--- src/hw/rtl/poi_pkg.sv ---
package poi_pkg;

    // Field widths
    localparam int POS_W  = 32;
    localparam int HEAD_W = 16;
    localparam int DT_W   = 20;
    localparam int THR_W  = 16;
    localparam int VEL_W  = 32;
    localparam int DIFF_W = POS_W + 1;

    // Trig unit
    localparam int ANGLE_BITS      = 16;
    localparam int TRIG_ITERATIONS = 16;
    localparam int ATAN_ENTRIES    = 24;
    localparam int CORDIC_ITERS    = (TRIG_ITERATIONS < ATAN_ENTRIES) ?
                                     TRIG_ITERATIONS : ATAN_ENTRIES;
    localparam int CORDIC_IDX_W    = $clog2(CORDIC_ITERS);
    localparam int ATAN_IDX_W      = $clog2(ATAN_ENTRIES);
    localparam int ANG_W           = 32;
    localparam int CORDIC_W        = 34;
    localparam int TRIG_W          = 32;

    localparam logic [ANG_W-1:0] ANGLE_MASK =
        ~((ANG_W'(1) << (ANG_W - ANGLE_BITS)) - ANG_W'(1));
    localparam logic signed [CORDIC_W-1:0] CORDIC_START = CORDIC_W'(32'sh26DD3B6A);
    localparam logic signed [TRIG_W-1:0]   Q30_ONE      = 32'sh4000_0000;

    // Velocity lanes
    localparam int USEC_W = 20;
    localparam logic [USEC_W-1:0] USEC_PER_SEC = 20'd1000000;
    localparam int NUM_W      = DIFF_W + USEC_W;
    localparam int DIV_STEPS  = VEL_W - 1;
    localparam int LANE_STEPS = USEC_W + 1 + DIV_STEPS;
    localparam int LANE_CNT_W = $clog2(LANE_STEPS);

    // Rotation units
    localparam int ROT_CNT_W = $clog2(DIFF_W);
    localparam int ROT_ACC_W = 35;
    localparam int ROT_W     = ROT_ACC_W + 3;

    typedef enum logic [2:0] {
        ST_IDLE,
        ST_START,
        ST_TRIG,
        ST_ROT,
        ST_COMMIT
    } t_poi_state;

    // Arctangent of 2^-i as a fraction of a full turn, 2^32 per turn
    function automatic logic [ANG_W-1:0] atan_turn(input logic [ATAN_IDX_W-1:0] idx);
        logic [ANG_W-1:0] v;
        case (idx)
            5'd0:    v = 32'h20000000;
            5'd1:    v = 32'h12E4051E;
            5'd2:    v = 32'h09FB385B;
            5'd3:    v = 32'h051111D4;
            5'd4:    v = 32'h028B0D43;
            5'd5:    v = 32'h0145D7E1;
            5'd6:    v = 32'h00A2F61E;
            5'd7:    v = 32'h00517C55;
            5'd8:    v = 32'h0028BE53;
            5'd9:    v = 32'h00145F2F;
            5'd10:   v = 32'h000A2F98;
            5'd11:   v = 32'h000517CC;
            5'd12:   v = 32'h00028BE6;
            5'd13:   v = 32'h000145F3;
            5'd14:   v = 32'h0000A2FA;
            5'd15:   v = 32'h0000517D;
            5'd16:   v = 32'h000028BE;
            5'd17:   v = 32'h0000145F;
            5'd18:   v = 32'h00000A30;
            5'd19:   v = 32'h00000518;
            5'd20:   v = 32'h0000028C;
            5'd21:   v = 32'h00000146;
            5'd22:   v = 32'h000000A3;
            5'd23:   v = 32'h00000051;
            default: v = '0;
        endcase
        return v;
    endfunction

    // Saturate a widened sum to a 32-bit position
    function automatic logic signed [POS_W-1:0] sat_pos(input logic signed [ROT_W:0] v);
        logic [ROT_W-POS_W+1:0] upper;
        logic signed [POS_W-1:0] r;
        upper = v[ROT_W:POS_W-1];
        if ((&upper) || !(|upper)) begin
            r = v[POS_W-1:0];
        end else if (v[ROT_W]) begin
            r = {1'b1, {(POS_W-1){1'b0}}};
        end else begin
            r = {1'b0, {(POS_W-1){1'b1}}};
        end
        return r;
    endfunction

endpackage

--- src/hw/rtl/poi_ifs.sv ---
interface poi_pose_if import poi_pkg::*; ();
    logic                     valid;
    logic                     ready;
    logic signed [POS_W-1:0]  pose_x;
    logic signed [POS_W-1:0]  pose_y;
    logic [HEAD_W-1:0]        pose_heading;
    logic [DT_W-1:0]          elapsed_time;

    modport source (output valid, pose_x, pose_y, pose_heading, elapsed_time,
                    input ready);
    modport sink   (input valid, pose_x, pose_y, pose_heading, elapsed_time,
                    output ready);
endinterface

interface poi_odom_if import poi_pkg::*; ();
    logic                     valid;
    logic                     ready;
    logic signed [POS_W-1:0]  global_x;
    logic signed [POS_W-1:0]  global_y;
    logic signed [VEL_W-1:0]  velocity_x;
    logic signed [VEL_W-1:0]  velocity_y;
    logic signed [VEL_W-1:0]  velocity_heading;
    logic                     is_still;

    modport source (output valid, global_x, global_y, velocity_x, velocity_y,
                    velocity_heading, is_still, input ready);
    modport sink   (input valid, global_x, global_y, velocity_x, velocity_y,
                    velocity_heading, is_still, output ready);
endinterface

--- src/hw/rtl/poi_cordic.sv ---
module poi_cordic import poi_pkg::*; (
    input  logic                     i_clk,
    input  logic                     i_rst_n,
    input  logic                     i_start,
    input  logic [ANG_W-1:0]         i_theta,
    output logic                     o_busy,
    output logic signed [TRIG_W-1:0] o_cos,
    output logic signed [TRIG_W-1:0] o_sin
);

    localparam logic [CORDIC_IDX_W-1:0]    ITER_LAST = CORDIC_IDX_W'(CORDIC_ITERS - 1);
    localparam logic signed [CORDIC_W-1:0] UNIT      = CORDIC_W'(Q30_ONE);

    logic                         r_busy;
    logic [CORDIC_IDX_W-1:0]      r_iter;
    logic signed [CORDIC_W-1:0]   r_x;
    logic signed [CORDIC_W-1:0]   r_y;
    logic signed [CORDIC_W-1:0]   r_z;
    logic                         r_flip;

    logic                         fold;
    logic [ANG_W-1:0]             z_start;
    logic signed [CORDIC_W-1:0]   xs;
    logic signed [CORDIC_W-1:0]   ys;
    logic signed [CORDIC_W-1:0]   step_ang;
    logic signed [CORDIC_W-1:0]   fx;
    logic signed [CORDIC_W-1:0]   fy;

    // Fold angles beyond a quarter turn by a half turn
    always_comb begin
        fold    = ($signed(i_theta) > Q30_ONE) || ($signed(i_theta) < -Q30_ONE);
        z_start = fold ? (i_theta ^ {1'b1, {(ANG_W-1){1'b0}}}) : i_theta;
    end

    always_comb begin
        xs       = r_x >>> r_iter;
        ys       = r_y >>> r_iter;
        step_ang = $signed({{(CORDIC_W-ANG_W){1'b0}},
                            atan_turn(ATAN_IDX_W'(r_iter))});
    end

    always_ff @(posedge i_clk) begin
        if (!i_rst_n) begin
            r_busy <= 1'b0;
            r_iter <= '0;
        end else if (i_start) begin
            r_busy <= 1'b1;
            r_iter <= '0;
        end else if (r_busy) begin
            if (r_iter == ITER_LAST) begin
                r_busy <= 1'b0;
            end else begin
                r_iter <= r_iter + 1'b1;
            end
        end
    end

    always_ff @(posedge i_clk) begin
        if (i_start) begin
            r_x    <= CORDIC_START;
            r_y    <= '0;
            r_z    <= $signed({{(CORDIC_W-ANG_W){z_start[ANG_W-1]}}, z_start});
            r_flip <= fold;
        end else if (r_busy) begin
            if (!r_z[CORDIC_W-1]) begin
                r_x <= r_x - ys;
                r_y <= r_y + xs;
                r_z <= r_z - step_ang;
            end else begin
                r_x <= r_x + ys;
                r_y <= r_y - xs;
                r_z <= r_z + step_ang;
            end
        end
    end

    // Undo the fold, then clamp to the unit range
    always_comb begin
        fx = r_flip ? -r_x : r_x;
        fy = r_flip ? -r_y : r_y;
        if (fx > UNIT) begin
            o_cos = Q30_ONE;
        end else if (fx < -UNIT) begin
            o_cos = -Q30_ONE;
        end else begin
            o_cos = fx[TRIG_W-1:0];
        end
        if (fy > UNIT) begin
            o_sin = Q30_ONE;
        end else if (fy < -UNIT) begin
            o_sin = -Q30_ONE;
        end else begin
            o_sin = fy[TRIG_W-1:0];
        end
    end

    assign o_busy = r_busy;

endmodule

--- src/hw/rtl/poi_rot.sv ---
module poi_rot import poi_pkg::*; (
    input  logic                     i_clk,
    input  logic                     i_rst_n,
    input  logic                     i_start,
    input  logic signed [DIFF_W-1:0] i_a,
    input  logic signed [DIFF_W-1:0] i_b,
    input  logic signed [TRIG_W-1:0] i_p,
    input  logic signed [TRIG_W-1:0] i_q,
    output logic                     o_busy,
    output logic signed [ROT_W-1:0]  o_res
);

    // Serial multiply-add over the bits of a and b, LSB first:
    // res = floor((a*p + b*q + 2^29) / 2^30)

    localparam logic [ROT_CNT_W-1:0]        STEP_LAST = ROT_CNT_W'(DIFF_W - 1);
    localparam logic signed [ROT_ACC_W-1:0] ROUND     = ROT_ACC_W'(Q30_ONE >>> 1);

    logic                         r_busy;
    logic [ROT_CNT_W-1:0]         r_cnt;
    logic [DIFF_W-1:0]            r_a;
    logic [DIFF_W-1:0]            r_b;
    logic signed [TRIG_W-1:0]     r_p;
    logic signed [TRIG_W-1:0]     r_q;
    logic signed [ROT_ACC_W-1:0]  r_acc;
    logic [DIFF_W-1:0]            r_low;

    logic signed [ROT_ACC_W-1:0]  p_ext;
    logic signed [ROT_ACC_W-1:0]  q_ext;
    logic signed [ROT_ACC_W-1:0]  addend;
    logic signed [ROT_ACC_W-1:0]  sum;

    always_comb begin
        p_ext  = r_a[0] ? ROT_ACC_W'(r_p) : '0;
        q_ext  = r_b[0] ? ROT_ACC_W'(r_q) : '0;
        addend = p_ext + q_ext;
        // the sign bits weigh negative
        sum    = (r_cnt == STEP_LAST) ? (r_acc - addend) : (r_acc + addend);
    end

    always_ff @(posedge i_clk) begin
        if (!i_rst_n) begin
            r_busy <= 1'b0;
            r_cnt  <= '0;
        end else if (i_start) begin
            r_busy <= 1'b1;
            r_cnt  <= '0;
        end else if (r_busy) begin
            if (r_cnt == STEP_LAST) begin
                r_busy <= 1'b0;
            end else begin
                r_cnt <= r_cnt + 1'b1;
            end
        end
    end

    always_ff @(posedge i_clk) begin
        if (i_start) begin
            r_a   <= i_a;
            r_b   <= i_b;
            r_p   <= i_p;
            r_q   <= i_q;
            r_acc <= ROUND;
            r_low <= '0;
        end else if (r_busy) begin
            r_a   <= r_a >> 1;
            r_b   <= r_b >> 1;
            r_acc <= sum >>> 1;
            r_low <= {sum[0], r_low[DIFF_W-1:1]};
        end
    end

    assign o_busy = r_busy;
    assign o_res  = $signed({r_acc, r_low[DIFF_W-1 -: 3]});

endmodule

--- src/hw/rtl/poi_vel.sv ---
module poi_vel import poi_pkg::*; (
    input  logic                     i_clk,
    input  logic                     i_rst_n,
    input  logic                     i_start,
    input  logic signed [DIFF_W-1:0] i_diff,
    input  logic [DT_W-1:0]          i_dt,
    input  logic [THR_W-1:0]         i_thr,
    output logic                     o_busy,
    output logic signed [VEL_W-1:0]  o_vel,
    output logic                     o_still
);

    // Steps: multiply |diff| by 1e6 one constant bit a cycle, one range
    // check, then one quotient bit a cycle.

    localparam logic [LANE_CNT_W-1:0] MUL_END   = LANE_CNT_W'(USEC_W);
    localparam logic [LANE_CNT_W-1:0] STEP_LAST = LANE_CNT_W'(LANE_STEPS - 1);
    localparam int                    REM0_W    = NUM_W - DIV_STEPS;

    logic                     r_busy;
    logic [LANE_CNT_W-1:0]    r_step;
    logic                     r_neg;
    logic [DIFF_W-1:0]        r_mag;
    logic [USEC_W-1:0]        r_coef;
    logic [NUM_W-1:0]         r_num;
    logic [DT_W-1:0]          r_rem;
    logic                     r_sat;

    logic [NUM_W-1:0]         add_term;
    logic [REM0_W-1:0]        rem0;
    logic                     over;
    logic [DT_W:0]            trial;
    logic                     ge;
    logic [DT_W:0]            trial_sub;
    logic [DIV_STEPS-1:0]     quo;

    always_comb begin
        add_term  = r_coef[USEC_W-1] ? {{USEC_W{1'b0}}, r_mag} : '0;
        rem0      = r_num[NUM_W-1:DIV_STEPS];
        over      = rem0 >= {{(REM0_W-DT_W){1'b0}}, i_dt};
        trial     = {r_rem, r_num[DIV_STEPS-1]};
        ge        = trial >= {1'b0, i_dt};
        trial_sub = trial - {1'b0, i_dt};
        quo       = r_num[DIV_STEPS-1:0];
    end

    always_ff @(posedge i_clk) begin
        if (!i_rst_n) begin
            r_busy <= 1'b0;
            r_step <= '0;
        end else if (i_start) begin
            r_busy <= 1'b1;
            r_step <= '0;
        end else if (r_busy) begin
            if ((r_step == MUL_END && over) || r_step == STEP_LAST) begin
                r_busy <= 1'b0;
            end else begin
                r_step <= r_step + 1'b1;
            end
        end
    end

    always_ff @(posedge i_clk) begin
        if (i_start) begin
            r_neg  <= i_diff[DIFF_W-1];
            r_mag  <= i_diff[DIFF_W-1] ? DIFF_W'(-i_diff) : DIFF_W'(i_diff);
            r_coef <= USEC_PER_SEC;
            r_num  <= '0;
            r_sat  <= 1'b0;
        end else if (r_busy) begin
            if (r_step < MUL_END) begin
                r_num  <= (r_num << 1) + add_term;
                r_coef <= r_coef << 1;
            end else if (r_step == MUL_END) begin
                // quotient reaches 2^31: saturate, skip the division
                r_sat <= over;
                r_rem <= rem0[DT_W-1:0];
            end else begin
                r_rem                 <= ge ? trial_sub[DT_W-1:0] : trial[DT_W-1:0];
                r_num[DIV_STEPS-1:0]  <= {r_num[DIV_STEPS-2:0], ge};
            end
        end
    end

    always_comb begin
        if (r_sat) begin
            o_vel = r_neg ? {1'b1, {(VEL_W-1){1'b0}}} : {1'b0, {(VEL_W-1){1'b1}}};
        end else if (r_neg) begin
            o_vel = -$signed({1'b0, quo});
        end else begin
            o_vel = $signed({1'b0, quo});
        end
        o_still = !r_sat && (quo <= {{(DIV_STEPS-THR_W){1'b0}}, i_thr});
    end

    assign o_busy = r_busy;

endmodule

--- src/hw/rtl/planar_odometry_integrator.sv ---
// A pose beat is taken only in idle; the block then launches trig and the three velocity
// lanes, starts both rotation units once trig is done, and commits when all units are idle.
// The velocity lanes (multiply steps, one range check, divide steps) set the pace unless all
// three saturate at their range check and stop early; trig then rotation set it in that case.
// A result waits in the output register while the next pose is taken; commit stalls until
// the register is free. Reset (synchronous, active low) clears pose, accumulators, threshold.
module planar_odometry_integrator import poi_pkg::*; (
    input  logic              i_clk,
    input  logic              i_rst_n,
    input  logic              i_cfg_we,
    input  logic [THR_W-1:0]  i_cfg_wdata,
    poi_pose_if.sink          i_pose,
    poi_odom_if.source        o_odom
);

    // ------------------------------------------------------------------
    // State
    // ------------------------------------------------------------------
    t_poi_state               r_state;
    t_poi_state               n_state;

    logic [THR_W-1:0]         r_thr;
    logic signed [POS_W-1:0]  r_last_x;
    logic signed [POS_W-1:0]  r_last_y;
    logic [HEAD_W-1:0]        r_last_h;
    logic signed [POS_W-1:0]  r_accum_x;
    logic signed [POS_W-1:0]  r_accum_y;

    // Operands of the item at work, held until commit
    logic signed [DIFF_W-1:0] r_dx;
    logic signed [DIFF_W-1:0] r_dy;
    logic [HEAD_W-1:0]        r_dh;
    logic [DT_W-1:0]          r_dt;
    logic [HEAD_W-1:0]        r_head;

    // Output register
    logic                     r_out_valid;
    logic signed [POS_W-1:0]  r_out_gx;
    logic signed [POS_W-1:0]  r_out_gy;
    logic signed [VEL_W-1:0]  r_out_vx;
    logic signed [VEL_W-1:0]  r_out_vy;
    logic signed [VEL_W-1:0]  r_out_vh;
    logic                     r_out_still;

    // ------------------------------------------------------------------
    // Control and datapath wires
    // ------------------------------------------------------------------
    logic                     accept;
    logic                     out_free;
    logic                     pose_ready;
    logic                     unit_start;
    logic                     rot_start;
    logic                     commit;

    logic signed [DIFF_W-1:0] dx_in;
    logic signed [DIFF_W-1:0] dy_in;
    logic [HEAD_W-1:0]        dh_in;
    logic [DT_W-1:0]          dt_in;
    logic [ANG_W-1:0]         theta;
    logic signed [DIFF_W-1:0] dh_ext;

    logic                     cordic_busy;
    logic signed [TRIG_W-1:0] trig_cos;
    logic signed [TRIG_W-1:0] trig_sin;
    logic signed [TRIG_W-1:0] trig_nsin;

    logic                     rot_busy_x;
    logic                     rot_busy_y;
    logic signed [ROT_W-1:0]  rot_x;
    logic signed [ROT_W-1:0]  rot_y;

    logic [2:0]               vel_busy;
    logic signed [VEL_W-1:0]  vel_x;
    logic signed [VEL_W-1:0]  vel_y;
    logic signed [VEL_W-1:0]  vel_h;
    logic [2:0]               vel_still;

    logic signed [ROT_W:0]    sum_x;
    logic signed [ROT_W:0]    sum_y;
    logic signed [POS_W-1:0]  new_x;
    logic signed [POS_W-1:0]  new_y;

    assign accept   = i_pose.valid && pose_ready;
    assign out_free = !r_out_valid || o_odom.ready;

    // Differences against the stored pose; heading wraps the short way round.
    // A zero elapsed time counts as one microsecond.
    always_comb begin
        dx_in = $signed({i_pose.pose_x[POS_W-1], i_pose.pose_x})
              - $signed({r_last_x[POS_W-1], r_last_x});
        dy_in = $signed({i_pose.pose_y[POS_W-1], i_pose.pose_y})
              - $signed({r_last_y[POS_W-1], r_last_y});
        dh_in = i_pose.pose_heading - r_last_h;
        dt_in = (i_pose.elapsed_time == '0) ? DT_W'(1) : i_pose.elapsed_time;
    end

    // Heading as a 32-bit binary angle, keep only the top ANGLE_BITS
    assign theta     = {r_head, {(ANG_W-HEAD_W){1'b0}}} & ANGLE_MASK;
    assign dh_ext    = $signed({{(DIFF_W-HEAD_W){r_dh[HEAD_W-1]}}, r_dh});
    assign trig_nsin = -trig_sin;

    // ------------------------------------------------------------------
    // Sequencer: next state
    // ------------------------------------------------------------------
    always_comb begin
        n_state = r_state;
        unique case (r_state)
            ST_IDLE: begin
                if (i_pose.valid) begin
                    n_state = ST_START;
                end
            end
            ST_START: begin
                n_state = ST_TRIG;
            end
            ST_TRIG: begin
                if (!cordic_busy) begin
                    n_state = ST_ROT;
                end
            end
            ST_ROT: begin
                if (!rot_busy_x && !rot_busy_y && !(|vel_busy)) begin
                    n_state = ST_COMMIT;
                end
            end
            ST_COMMIT: begin
                if (out_free) begin
                    n_state = ST_IDLE;
                end
            end
            default: begin
                n_state = ST_IDLE;
            end
        endcase
    end

    // ------------------------------------------------------------------
    // Sequencer: outputs
    // ------------------------------------------------------------------
    always_comb begin
        pose_ready = 1'b0;
        unit_start = 1'b0;
        rot_start  = 1'b0;
        commit     = 1'b0;
        unique case (r_state)
            ST_IDLE: begin
                pose_ready = 1'b1;
            end
            ST_START: begin
                // launch trig and the three velocity lanes together
                unit_start = 1'b1;
            end
            ST_TRIG: begin
                // rotation needs settled cosine and sine
                rot_start = !cordic_busy;
            end
            ST_ROT: begin
            end
            ST_COMMIT: begin
                // hold until the output register frees up
                commit = out_free;
            end
            default: begin
            end
        endcase
    end

    always_ff @(posedge i_clk) begin
        if (!i_rst_n) begin
            r_state <= ST_IDLE;
        end else begin
            r_state <= n_state;
        end
    end

    // ------------------------------------------------------------------
    // Configuration and pose state
    // ------------------------------------------------------------------
    always_ff @(posedge i_clk) begin
        if (!i_rst_n) begin
            r_thr     <= '0;
            r_last_x  <= '0;
            r_last_y  <= '0;
            r_last_h  <= '0;
            r_accum_x <= '0;
            r_accum_y <= '0;
        end else begin
            if (i_cfg_we) begin
                r_thr <= i_cfg_wdata;
            end
            if (accept) begin
                r_last_x <= i_pose.pose_x;
                r_last_y <= i_pose.pose_y;
                r_last_h <= i_pose.pose_heading;
            end
            if (commit) begin
                r_accum_x <= new_x;
                r_accum_y <= new_y;
            end
        end
    end

    // Capture operands on the accepted beat
    always_ff @(posedge i_clk) begin
        if (accept) begin
            r_dx   <= dx_in;
            r_dy   <= dy_in;
            r_dh   <= dh_in;
            r_dt   <= dt_in;
            r_head <= i_pose.pose_heading;
        end
    end

    // ------------------------------------------------------------------
    // Units
    // ------------------------------------------------------------------
    poi_cordic u_cordic (
        .i_clk   (i_clk),
        .i_rst_n (i_rst_n),
        .i_start (unit_start),
        .i_theta (theta),
        .o_busy  (cordic_busy),
        .o_cos   (trig_cos),
        .o_sin   (trig_sin)
    );

    // x: dx*cos - dy*sin
    poi_rot u_rot_x (
        .i_clk   (i_clk),
        .i_rst_n (i_rst_n),
        .i_start (rot_start),
        .i_a     (r_dx),
        .i_b     (r_dy),
        .i_p     (trig_cos),
        .i_q     (trig_nsin),
        .o_busy  (rot_busy_x),
        .o_res   (rot_x)
    );

    // y: dx*sin + dy*cos
    poi_rot u_rot_y (
        .i_clk   (i_clk),
        .i_rst_n (i_rst_n),
        .i_start (rot_start),
        .i_a     (r_dx),
        .i_b     (r_dy),
        .i_p     (trig_sin),
        .i_q     (trig_cos),
        .o_busy  (rot_busy_y),
        .o_res   (rot_y)
    );

    poi_vel u_vel_x (
        .i_clk   (i_clk),
        .i_rst_n (i_rst_n),
        .i_start (unit_start),
        .i_diff  (r_dx),
        .i_dt    (r_dt),
        .i_thr   (r_thr),
        .o_busy  (vel_busy[0]),
        .o_vel   (vel_x),
        .o_still (vel_still[0])
    );

    poi_vel u_vel_y (
        .i_clk   (i_clk),
        .i_rst_n (i_rst_n),
        .i_start (unit_start),
        .i_diff  (r_dy),
        .i_dt    (r_dt),
        .i_thr   (r_thr),
        .o_busy  (vel_busy[1]),
        .o_vel   (vel_y),
        .o_still (vel_still[1])
    );

    poi_vel u_vel_h (
        .i_clk   (i_clk),
        .i_rst_n (i_rst_n),
        .i_start (unit_start),
        .i_diff  (dh_ext),
        .i_dt    (r_dt),
        .i_thr   (r_thr),
        .o_busy  (vel_busy[2]),
        .o_vel   (vel_h),
        .o_still (vel_still[2])
    );

    // ------------------------------------------------------------------
    // Accumulate with saturation
    // ------------------------------------------------------------------
    always_comb begin
        sum_x = $signed({{(ROT_W+1-POS_W){r_accum_x[POS_W-1]}}, r_accum_x})
              + $signed({rot_x[ROT_W-1], rot_x});
        sum_y = $signed({{(ROT_W+1-POS_W){r_accum_y[POS_W-1]}}, r_accum_y})
              + $signed({rot_y[ROT_W-1], rot_y});
        new_x = sat_pos(sum_x);
        new_y = sat_pos(sum_y);
    end

    // ------------------------------------------------------------------
    // Output register
    // ------------------------------------------------------------------
    always_ff @(posedge i_clk) begin
        if (!i_rst_n) begin
            r_out_valid <= 1'b0;
        end else if (commit) begin
            r_out_valid <= 1'b1;
        end else if (o_odom.ready) begin
            // drop the beat once taken
            r_out_valid <= 1'b0;
        end
    end

    always_ff @(posedge i_clk) begin
        if (commit) begin
            r_out_gx    <= new_x;
            r_out_gy    <= new_y;
            r_out_vx    <= vel_x;
            r_out_vy    <= vel_y;
            r_out_vh    <= vel_h;
            r_out_still <= &vel_still;
        end
    end

    assign i_pose.ready            = pose_ready;
    assign o_odom.valid            = r_out_valid;
    assign o_odom.global_x         = r_out_gx;
    assign o_odom.global_y         = r_out_gy;
    assign o_odom.velocity_x       = r_out_vx;
    assign o_odom.velocity_y       = r_out_vy;
    assign o_odom.velocity_heading = r_out_vh;
    assign o_odom.is_still         = r_out_still;

`ifndef NO_ASSERTIONS
    a_accept_starts: assert property (@(posedge i_clk) disable iff (!i_rst_n)
        accept |=> (r_state == ST_START))
        else $error("accepted beat did not launch the units");

    a_ready_units_idle: assert property (@(posedge i_clk) disable iff (!i_rst_n)
        pose_ready |-> (!cordic_busy && !rot_busy_x && !rot_busy_y && !(|vel_busy)))
        else $error("pose taken while a unit is still busy");

    a_rot_after_trig: assert property (@(posedge i_clk) disable iff (!i_rst_n)
        (r_state == ST_ROT) |-> !cordic_busy)
        else $error("rotation running on unsettled trig values");

    a_commit_shows: assert property (@(posedge i_clk) disable iff (!i_rst_n)
        commit |=> o_odom.valid)
        else $error("committed result not presented");

    a_still_small: assert property (@(posedge i_clk) disable iff (!i_rst_n)
        (o_odom.valid && o_odom.is_still) |->
            (o_odom.velocity_x <= 65535 && o_odom.velocity_x >= -65535))
        else $error("still flag set with a large x velocity");
`endif

endmodule

--- src/flat_wrapper.sv ---
// flat-port wrapper written by rule: the top's interface ports become plain ports
module planar_odometry_integrator_flat import poi_pkg::*;
  (i_clk, i_rst_n, i_cfg_we, i_cfg_wdata, i_pose_valid, i_pose_pose_x, i_pose_pose_y, i_pose_pose_heading, i_pose_elapsed_time, i_pose_ready, o_odom_valid, o_odom_global_x, o_odom_global_y, o_odom_velocity_x, o_odom_velocity_y, o_odom_velocity_heading, o_odom_is_still, o_odom_ready);
  poi_pose_if i_pose_i ();
  poi_odom_if o_odom_i ();
  input  logic i_clk;
  input  logic i_rst_n;
  input  logic i_cfg_we;
  input  logic [THR_W-1:0] i_cfg_wdata;
  input wire logic [$bits(i_pose_i.valid)-1:0] i_pose_valid;
  input wire logic [$bits(i_pose_i.pose_x)-1:0] i_pose_pose_x;
  input wire logic [$bits(i_pose_i.pose_y)-1:0] i_pose_pose_y;
  input wire logic [$bits(i_pose_i.pose_heading)-1:0] i_pose_pose_heading;
  input wire logic [$bits(i_pose_i.elapsed_time)-1:0] i_pose_elapsed_time;
  output wire logic [$bits(i_pose_i.ready)-1:0] i_pose_ready;
  output wire logic [$bits(o_odom_i.valid)-1:0] o_odom_valid;
  output wire logic [$bits(o_odom_i.global_x)-1:0] o_odom_global_x;
  output wire logic [$bits(o_odom_i.global_y)-1:0] o_odom_global_y;
  output wire logic [$bits(o_odom_i.velocity_x)-1:0] o_odom_velocity_x;
  output wire logic [$bits(o_odom_i.velocity_y)-1:0] o_odom_velocity_y;
  output wire logic [$bits(o_odom_i.velocity_heading)-1:0] o_odom_velocity_heading;
  output wire logic [$bits(o_odom_i.is_still)-1:0] o_odom_is_still;
  input wire logic [$bits(o_odom_i.ready)-1:0] o_odom_ready;
  assign i_pose_i.valid = i_pose_valid;
  assign i_pose_i.pose_x = i_pose_pose_x;
  assign i_pose_i.pose_y = i_pose_pose_y;
  assign i_pose_i.pose_heading = i_pose_pose_heading;
  assign i_pose_i.elapsed_time = i_pose_elapsed_time;
  assign i_pose_ready = i_pose_i.ready;
  assign o_odom_valid = o_odom_i.valid;
  assign o_odom_global_x = o_odom_i.global_x;
  assign o_odom_global_y = o_odom_i.global_y;
  assign o_odom_velocity_x = o_odom_i.velocity_x;
  assign o_odom_velocity_y = o_odom_i.velocity_y;
  assign o_odom_velocity_heading = o_odom_i.velocity_heading;
  assign o_odom_is_still = o_odom_i.is_still;
  assign o_odom_i.ready = o_odom_ready;
  planar_odometry_integrator u_core (.i_clk(i_clk), .i_rst_n(i_rst_n), .i_cfg_we(i_cfg_we), .i_cfg_wdata(i_cfg_wdata), .i_pose(i_pose_i), .o_odom(o_odom_i));
endmodule
--- config.mk ---
export PLATFORM = sky130hd
export DESIGN_NAME = planar_odometry_integrator_flat
export DESIGN_NICKNAME = d
export VERILOG_FILES = /design/src/hw/rtl/poi_pkg.sv /design/src/hw/rtl/poi_ifs.sv /design/src/hw/rtl/poi_cordic.sv /design/src/hw/rtl/poi_rot.sv /design/src/hw/rtl/poi_vel.sv /design/src/hw/rtl/planar_odometry_integrator.sv /design/src/flat_wrapper.sv
export SDC_FILE = /design/constraint.sdc
export NUM_CORES = 2
export LEC_CHECK = 0
export CORE_MARGIN = 5
export CORE_UTILIZATION = 59
export DETAILED_ROUTE_END_ITERATION = 6
export DONT_BUFFER_PORTS = 1
export PLACE_DENSITY = 0.78
export SLEW_MARGIN = 20
export SYNTH_ARGS = -nofsm -noshare
export SYNTH_HDL_FRONTEND = slang
export SYNTH_SLANG_ARGS = --single-unit
--- constraint.sdc ---
create_clock -name i_clk -period 6.8 [get_ports i_clk]
set_clock_uncertainty 0.1 [all_clocks]
set_input_delay 0.68 -clock i_clk [delete_from_list [all_inputs] [get_ports i_clk]]
set_output_delay 0.68 -clock i_clk [all_outputs]
set_load 0.02 [all_outputs]
# After elaboration in Yosys (flattened, before gate mapping)
# Memories as Yosys holds them, arrays and structs flattened. A register that Yosys moved wholly into a read port is not among the register bits.
# Index checks and enable logic that the tools add are counted.
totals:
  register_bits: 1314
  mem_bits_ro: 480
  in_bits: 121
  out_inout_bits: 163
  n_memories: 1
memory_table:
  columns: ["memory", "words", "word_bits", "read_ports", "rd_clocked_by_memory_dff", "wr", "line", "text"]
  rows:
  - ["(name not given)", 16, 30, 1, 1, 0, "poi_pkg.sv:52", "case (idx)"]
op_classes:
  addsub: 38
  order_cmp: 18
  n_eq_ne: 20
  shifts: 2
  mux: 87
  n_bitwise: 12
  reduce_logical: 60
ops:
  columns: ["operator", "count"]
  rows:
  - ["32-bit two-way mux", 19]
  - ["33-bit two-way mux", 11]
  - ["34-bit two-way mux", 7]
  - ["35-bit two-way mux", 6]
  - ["31-bit two-way mux", 6]
  - ["53-bit adder", 3]
  - ["20-bit two-way mux", 6]
  - ["31-bit negation with 32-bit output", 3]
  - ["31-bit by 16-bit less-or-equal comparator with 1-bit output", 3]
  - ["32-bit by 37-bit adder with 38-bit output", 2]
  - ["34-bit by 35-bit adder with 35-bit output", 2]
  - ["35-bit adder", 2]
  - ["34-bit by 35-bit subtractor with 35-bit output", 2]
  - ["34-bit adder", 2]
  - ["34-bit by 32-bit greater-than comparator with 1-bit output, second input constant", 2]
  - ["34-bit by 31-bit less-than comparator with 1-bit output, second input constant", 2]
  - ["34-bit negation", 2]
  - ["34-bit by 4-bit >>> shifter with 34-bit output", 2]
  - ["34-bit subtractor", 2]
  - ["22-bit by 20-bit greater-or-equal comparator with 1-bit output", 3]
  - ["33-bit negation", 2]
  - ["32-bit by 32-bit subtractor with 33-bit output", 2]
  - ["21-bit by 20-bit greater-or-equal comparator with 1-bit output", 3]
  - ["20-bit subtractor", 3]
  - ["37 further kinds", 140]

# Logic depth before layout (Yosys ltp)
logic_depth:
  word_depth: 6
  depth_mapped: 29
  depth_no_buf: 26

# By module
# A second synthesis with hierarchy kept.
hier_totals:
  cells_unflattened: 11250
  hier_area_um2: 98371.8
by_module_without_submodules:
  columns: ["module", "n_inst", "cells_each", "area_per_inst_um2", "seq_area_each_um2"]
  rows:
  - ["planar_odometry_integrator", 1, 2359, 23949.2, 11661.2]
  - ["poi_rot", 2, 1091, 11210.8, 4784.6]
  - ["poi_vel at u_core.u_vel_h ...", 2, 1407, 11071.9, 3123.0]
  - ["poi_cordic", 1, 2543, 18968.2, 3113.0]
  - ["poi_vel at u_core.u_vel_y", 1, 1352, 10889.2, 3123.0]

# Worst setup path after synthesis
# Ideal clock, no wire load.
synth_path:
  path_kind: "in2reg"
  startpoint: "input o_odom_ready"
  endpoint: "register u_core.r_accum_x[29]"
  setup_ps: 399
  t_arrival_ps: 6163
  t_required_ps: 6301
  setup_slack_ps: 137
  stages: 6
  path_buffers: 2
  cell_sequence: "nand2b_1 -> nand3_1 -> inv_1 -> clkbuf_1 -> clkbuf_1 -> a311oi_1"
synth_via:
  elab_chain_cells: 2
synth_rtl:
  columns: ["element", "line", "text"]
  rows:
  - ["start, declared", "flat_wrapper.sv:23", "input wire logic [$bits(o_odom_i.ready)-1:0] o_odom_ready;"]
  - ["1-bit logical OR", "planar_odometry_integrator.sv:84", "assign out_free = !r_out_valid || o_odom.ready;"]
  - ["1-bit two-way mux", "planar_odometry_integrator.sv:145", "unique case (r_state)"]
  - ["named net u_core.commit", "planar_odometry_integrator.sv:53", "logic commit;"]
  - ["end signal, assigned", "planar_odometry_integrator.sv:197", "r_accum_x <= new_x;"]
  - ["end, declared", "planar_odometry_integrator.sv:26", "logic signed [POS_W-1:0] r_accum_x;"]
# The timed path passes the listed nets, and every way through them passes these cells.
# A chain may end at the register's enable or synchronous reset.

# Final worst setup path
layout_path:
  startpoint: "register u_core.u_rot_y.r_a[0]"
  endpoint: "register, netlist name u_core.u_rot_y.r_acc[33]"
layout_via:
  elab_chain_cells: 4
layout_rtl:
  columns: ["element", "line", "text"]
  rows:
  - ["start, declared", "poi_rot.sv:21", "logic [DIFF_W-1:0] r_a;"]
  - ["start signal, assigned", "poi_rot.sv:59", "r_a <= i_a;"]
  - ["start signal, assigned", "poi_rot.sv:66", "r_a <= r_a >> 1;"]
  - ["35-bit two-way mux (*)", "poi_rot.sv:34", "p_ext = r_a[0] ? ROT_ACC_W'(r_p) : '0;"]
  - ["35-bit adder (*)", "poi_rot.sv:36", "addend = p_ext + q_ext;"]
  - ["34-bit by 35-bit adder with 35-bit output or 34-bit by 35-bit subtractor with 35-bit output (tied branches)", "poi_rot.sv:38", "sum = (r_cnt == STEP_LAST) ? (r_acc - addend) : (r_acc + addend);"]
  - ["35-bit two-way mux (*)", "poi_rot.sv:38", null]
# Every way passes the cells marked *; elsewhere a longest branch is shown, timed or not.

==> summary.md <==
| Metric | Value |
|---|---|
| Peak Freq | `154 MHz` |
| Crit path kind | `flop to flop` |
| EDFF count, synth | `703` |
| DRT Pass-1 Iters | `6` |
| Setup crit end kind | `flop` |
| Gate power share | `0.489` |
| CTS max path bufs | `3` |
| # nets final | `11394` |
| Initial antenna violation count | `10` |
| Avg Inst Size Synth | `8.66 µm²` |
| Number of global-route vias before repair | `74752` |
| Via count | `80399` |
| Hold Path Cell Cnt | `2` |
| Antenna-violating nets left | `0` |
| Tot Pwr | `0.0395 W` |
| Cell accounting for the most synthesized area | `edfxtp_1` |
| Total track usage | `0.309` |
| CTS sink cnt | `1283` |
| GRT Residual Overflow | `0` |
| DRC violations left | `0` |
| Int Pwr | `0.0229 W` |
| Die W | `406 µm` |
| HP Start | `i_cfg_we` |
| RR Endpoint | `u_core.u_rot_y.r_acc[33]` |
| Largest cells by area after synthesis | `edfxtp_1 23%, dfxtp_1 13%, ha_1 9.3%, nand2_1 5.2%, a21oi_1 4.5%` |
| Worst Hold End | `u_core.r_thr[15]` |
| Final WL | `263000 µm` |
| Final clock period utilization by the worst path | `0.953` |
| Max Cap Viol | `0` |
| Final Wtd Congestion | `0.962` |
| Sw Share | `0.421` |
| Root buffer cell | `clkbuf_16` |
| Reg-to-reg slack, setup | `0.32 ns` |
| Share of the yosys chip area belonging to registers | `0.354` |
| Full die area | `165000 µm²` |
| Worst R2R Start | `u_core.u_rot_y.r_a[0]` |
| I/O pins | `284` |
| Synthesized flop and latch total | `1283` |
| Row cnt | `145` |
| HP Class | `primary input to flop` |
| Cell Pwr Density | `392 nW/µm²` |
| Via/cell ratio | `6.30` |
| Dominant synthesized flop cell | `edfxtp_1` |
| Final WS setup | `0.321 ns` |
| Area grow syn2layout | `8.88%` |
| Layout cells sized above 1 | `0.0579` |
| WL/cell | `20.6 µm` |
| Final instance area | `101000 µm²` |
| Critical path data required time | `7.40 ns` |
| Largest net degree at the start of global routing | `161` |
| H-Tree Depth | `4` |
| Place WS | `0.290 ns` |
| Library cells used by synthesis | `100` |
| Max VDD drop | `0.322 mV` |
| Drt initial violations | `7769` |
| Worst-skew pair later-pin latency | `0.80 ns` |
| CP max FO | `26` |
| Worst Setup SP | `u_core.u_rot_y.r_a[0]` |
| Post-synth ARST share | `0` |
| CTS buffer count | `145` |
| Port bufs | `0` |
| Final Critical Period | `6.48 ns` |
| Final slew viol count | `0` |
| First-pass GRT wire length | `411000 µm` |
| Crit path DAT | `7.08 ns` |
| Final Hold Fails | `0` |
| Mapped Area | `92500 µm²` |
| CORE AREA | `156000 µm²` |
| Clock share of power | `0.206` |
| Top cell type's share of synthesized area | `0.228` |
| CTS tree | `yes` |
| Die H | `406 µm` |
| Cell Count, Final, Fillers Out | `12755` |
| Placed Cells | `12332` |
| Initial Util | `0.593` |
| Critical Path Start Type | `flop` |
| Cell count of the worst reg-to-reg path | `27` |
| Leak | `41.4 nW` |
| Final setup fails | `0` |
| Synth Warn # | `0` |
| Detailed Place HPWL | `189000 µm` |
| Slew headroom | `0.238` |
| Placed cell areas | `94100 µm²` |
| Switching power | `0.0166 W` |
| Gate Count Post-Synth | `10676` |
| Clock transition at the registers of the reported paths | `0.06 ns` |
| Worst Max-Slew Pin Slew | `1.13 ns` |
| Status | `finished clean` |
| Seq pwr share | `0.305` |
==> what timing repair did <==
item                                    4_1_cts  5_1_grt
resized for setup                             0       23
hold buffers                                144        0
hold endpoints to repair                    132        0
endpoints found under the setup margin        0       12
setup buffers                                 0        6
==> sequential cells by signal (all words and copies together), names as in the netlist, 34 cells and up <==
| signal | cells |
|---|---|
| u_core.u_cordic.r_x | 34 |
| u_core.u_cordic.r_y | 34 |
| u_core.u_cordic.r_z | 34 |
| u_core.u_rot_x.r_acc | 34 |
| u_core.u_rot_y.r_acc | 34 |
| u_core.u_vel_h.r_num | 53 |
| u_core.u_vel_x.r_num | 53 |
| u_core.u_vel_y.r_num | 53 |
==> cell usage after synthesis, drive strengths merged (150+ instances only) <==
cell    number
a21o       346
ha         684
o21ai      613
nor3       197
inv        387
nand2     1287
xnor2      451
a21oi      828
clkbuf     476
dfxtp      580
xor2       347
and2       287
nor2       940
nor2b      150
mux2i      189
edfxtp     703
nand3      210
==> per-stage QoR <==
| step | utilization | TNS, ns | hold slack [ns] |
|---|---|---|---|
| after floorplan | - | 0 | 0.323 |
| after global placement | 0.603 | 0 | 0.330 |
| after detailed placement | 0.603 | 0 | 0.333 |
| after CTS | 0.644 | 0 | 0.000161 |
| after global routing | 0.645 | -0.0205 | 0.0124 |
| final | 0.645 | 0 | 0.0512 |
==> how the worst max path moves through the flow <==
stage / slack (ns) / cells after the start / endpoint
detailed placement: 0.29 / 22 / u_core.u_cordic.r_y[33]
global placement: 0.32 / 27 / u_core.u_rot_y.r_acc[33]
finish: 0.32 / 27 / u_core.u_rot_y.r_acc[33]
global route: -0.02 / 27 / u_core.u_rot_y.r_acc[33]
floorplan: 0.14 / 6 / u_core.r_accum_x[29]
CTS: 0.27 / 22 / u_core.u_cordic.r_y[33]
==> final cells by class <==
class	count	area, µm²
diodes	5	12.5
inverters	392	1500
well taps	2058	2570
multi-input cells	8470	56400
clock inverters	80	940
fillers	12730	55300
clock buffers	188	4000
repair buffers	279	2530
flip-flops and latches	1283	32700
==> cell usage in the layout, fill, tap and decap left out, types with 286 or more instances in the layout <==
| cell | synthesis | layout |
|---|---|---|
| edfxtp_1 | 703 | 703 |
| ha_1 | 684 | 683 |
| xor2_1 | 346 | 346 |
| dfxtp_1 | 580 | 570 |
| inv_1 | 386 | 382 |
| and2_1 | 287 | 286 |
| a21oi_1 | 828 | 825 |
| xnor2_1 | 450 | 449 |
| nor2_1 | 937 | 935 |
| nand2_1 | 1287 | 1285 |
| o21ai_0 | 607 | 603 |
| a21o_1 | 346 | 346 |
==> cell families after synthesis <==
| logic type | after synthesis | synth area share |
|---|---|---|
| other | 1 | 0.0000405 |
| flip-flops | 1283 | 0.354 |
| AND/OR/NAND/NOR | 3788 | 0.194 |
| multiplexers | 295 | 0.0423 |
| AO/OA/AOI/OAI | 2873 | 0.199 |
| XOR/XNOR | 798 | 0.0757 |
| buffers and inverters | 936 | 0.0389 |
| adder cells (fa/ha/maj) | 702 | 0.0964 |
==> worst max-delay path, cell delays in order, from the launching register on <==
cell and delay, ns:
edfxtp_1 0.45, buf_4 0.24, and2_1 0.16, ha_1 0.40
a21o_1 0.26, a221o_1 0.36, nor2_1 0.17, a211oi_2 0.14
or3_1 0.35, a21oi_1 0.20, and4b_1 0.29, nand2_1 0.10
o31ai_2 0.22, xor2_1 0.25, ha_1 0.29, a21o_1 0.18
a21o_1 0.16, a21o_1 0.20, a31oi_2 0.21, o31a_1 0.18
o21ai_0 0.11, a311o_1 0.40, o41ai_2 0.24, buf_4 0.18
nor3_1 0.04, a21o_1 0.16, a21oi_1 0.16, mux2i_1 0.19
==> metal layers <==
metal | track usage | vias up | wire length (µm)
li1 | - | 38392 | -
met1 | 0.425 | 38123 | 113000
met2 | 0.476 | 3266 | 114000
met3 | 0.0676 | 616 | 24400
met4 | 0.121 | 2 | 11300
met5 | 0 | - | 13
==> power groups by stage <==
stage | combinational [W] | clock [W] | sequential [W]
after CTS | 0.0190 | 0.00823 | 0.0120
after detailed placement | 0.0187 | 0 | 0.0121
final | 0.0193 | 0.00813 | 0.0121
after floorplan | 0.0151 | 0 | 0.0111
after global routing | 0.0214 | 0.00855 | 0.0122
after global placement | 0.0181 | 0 | 0.0121
Power figures use the tool's default switching activity.
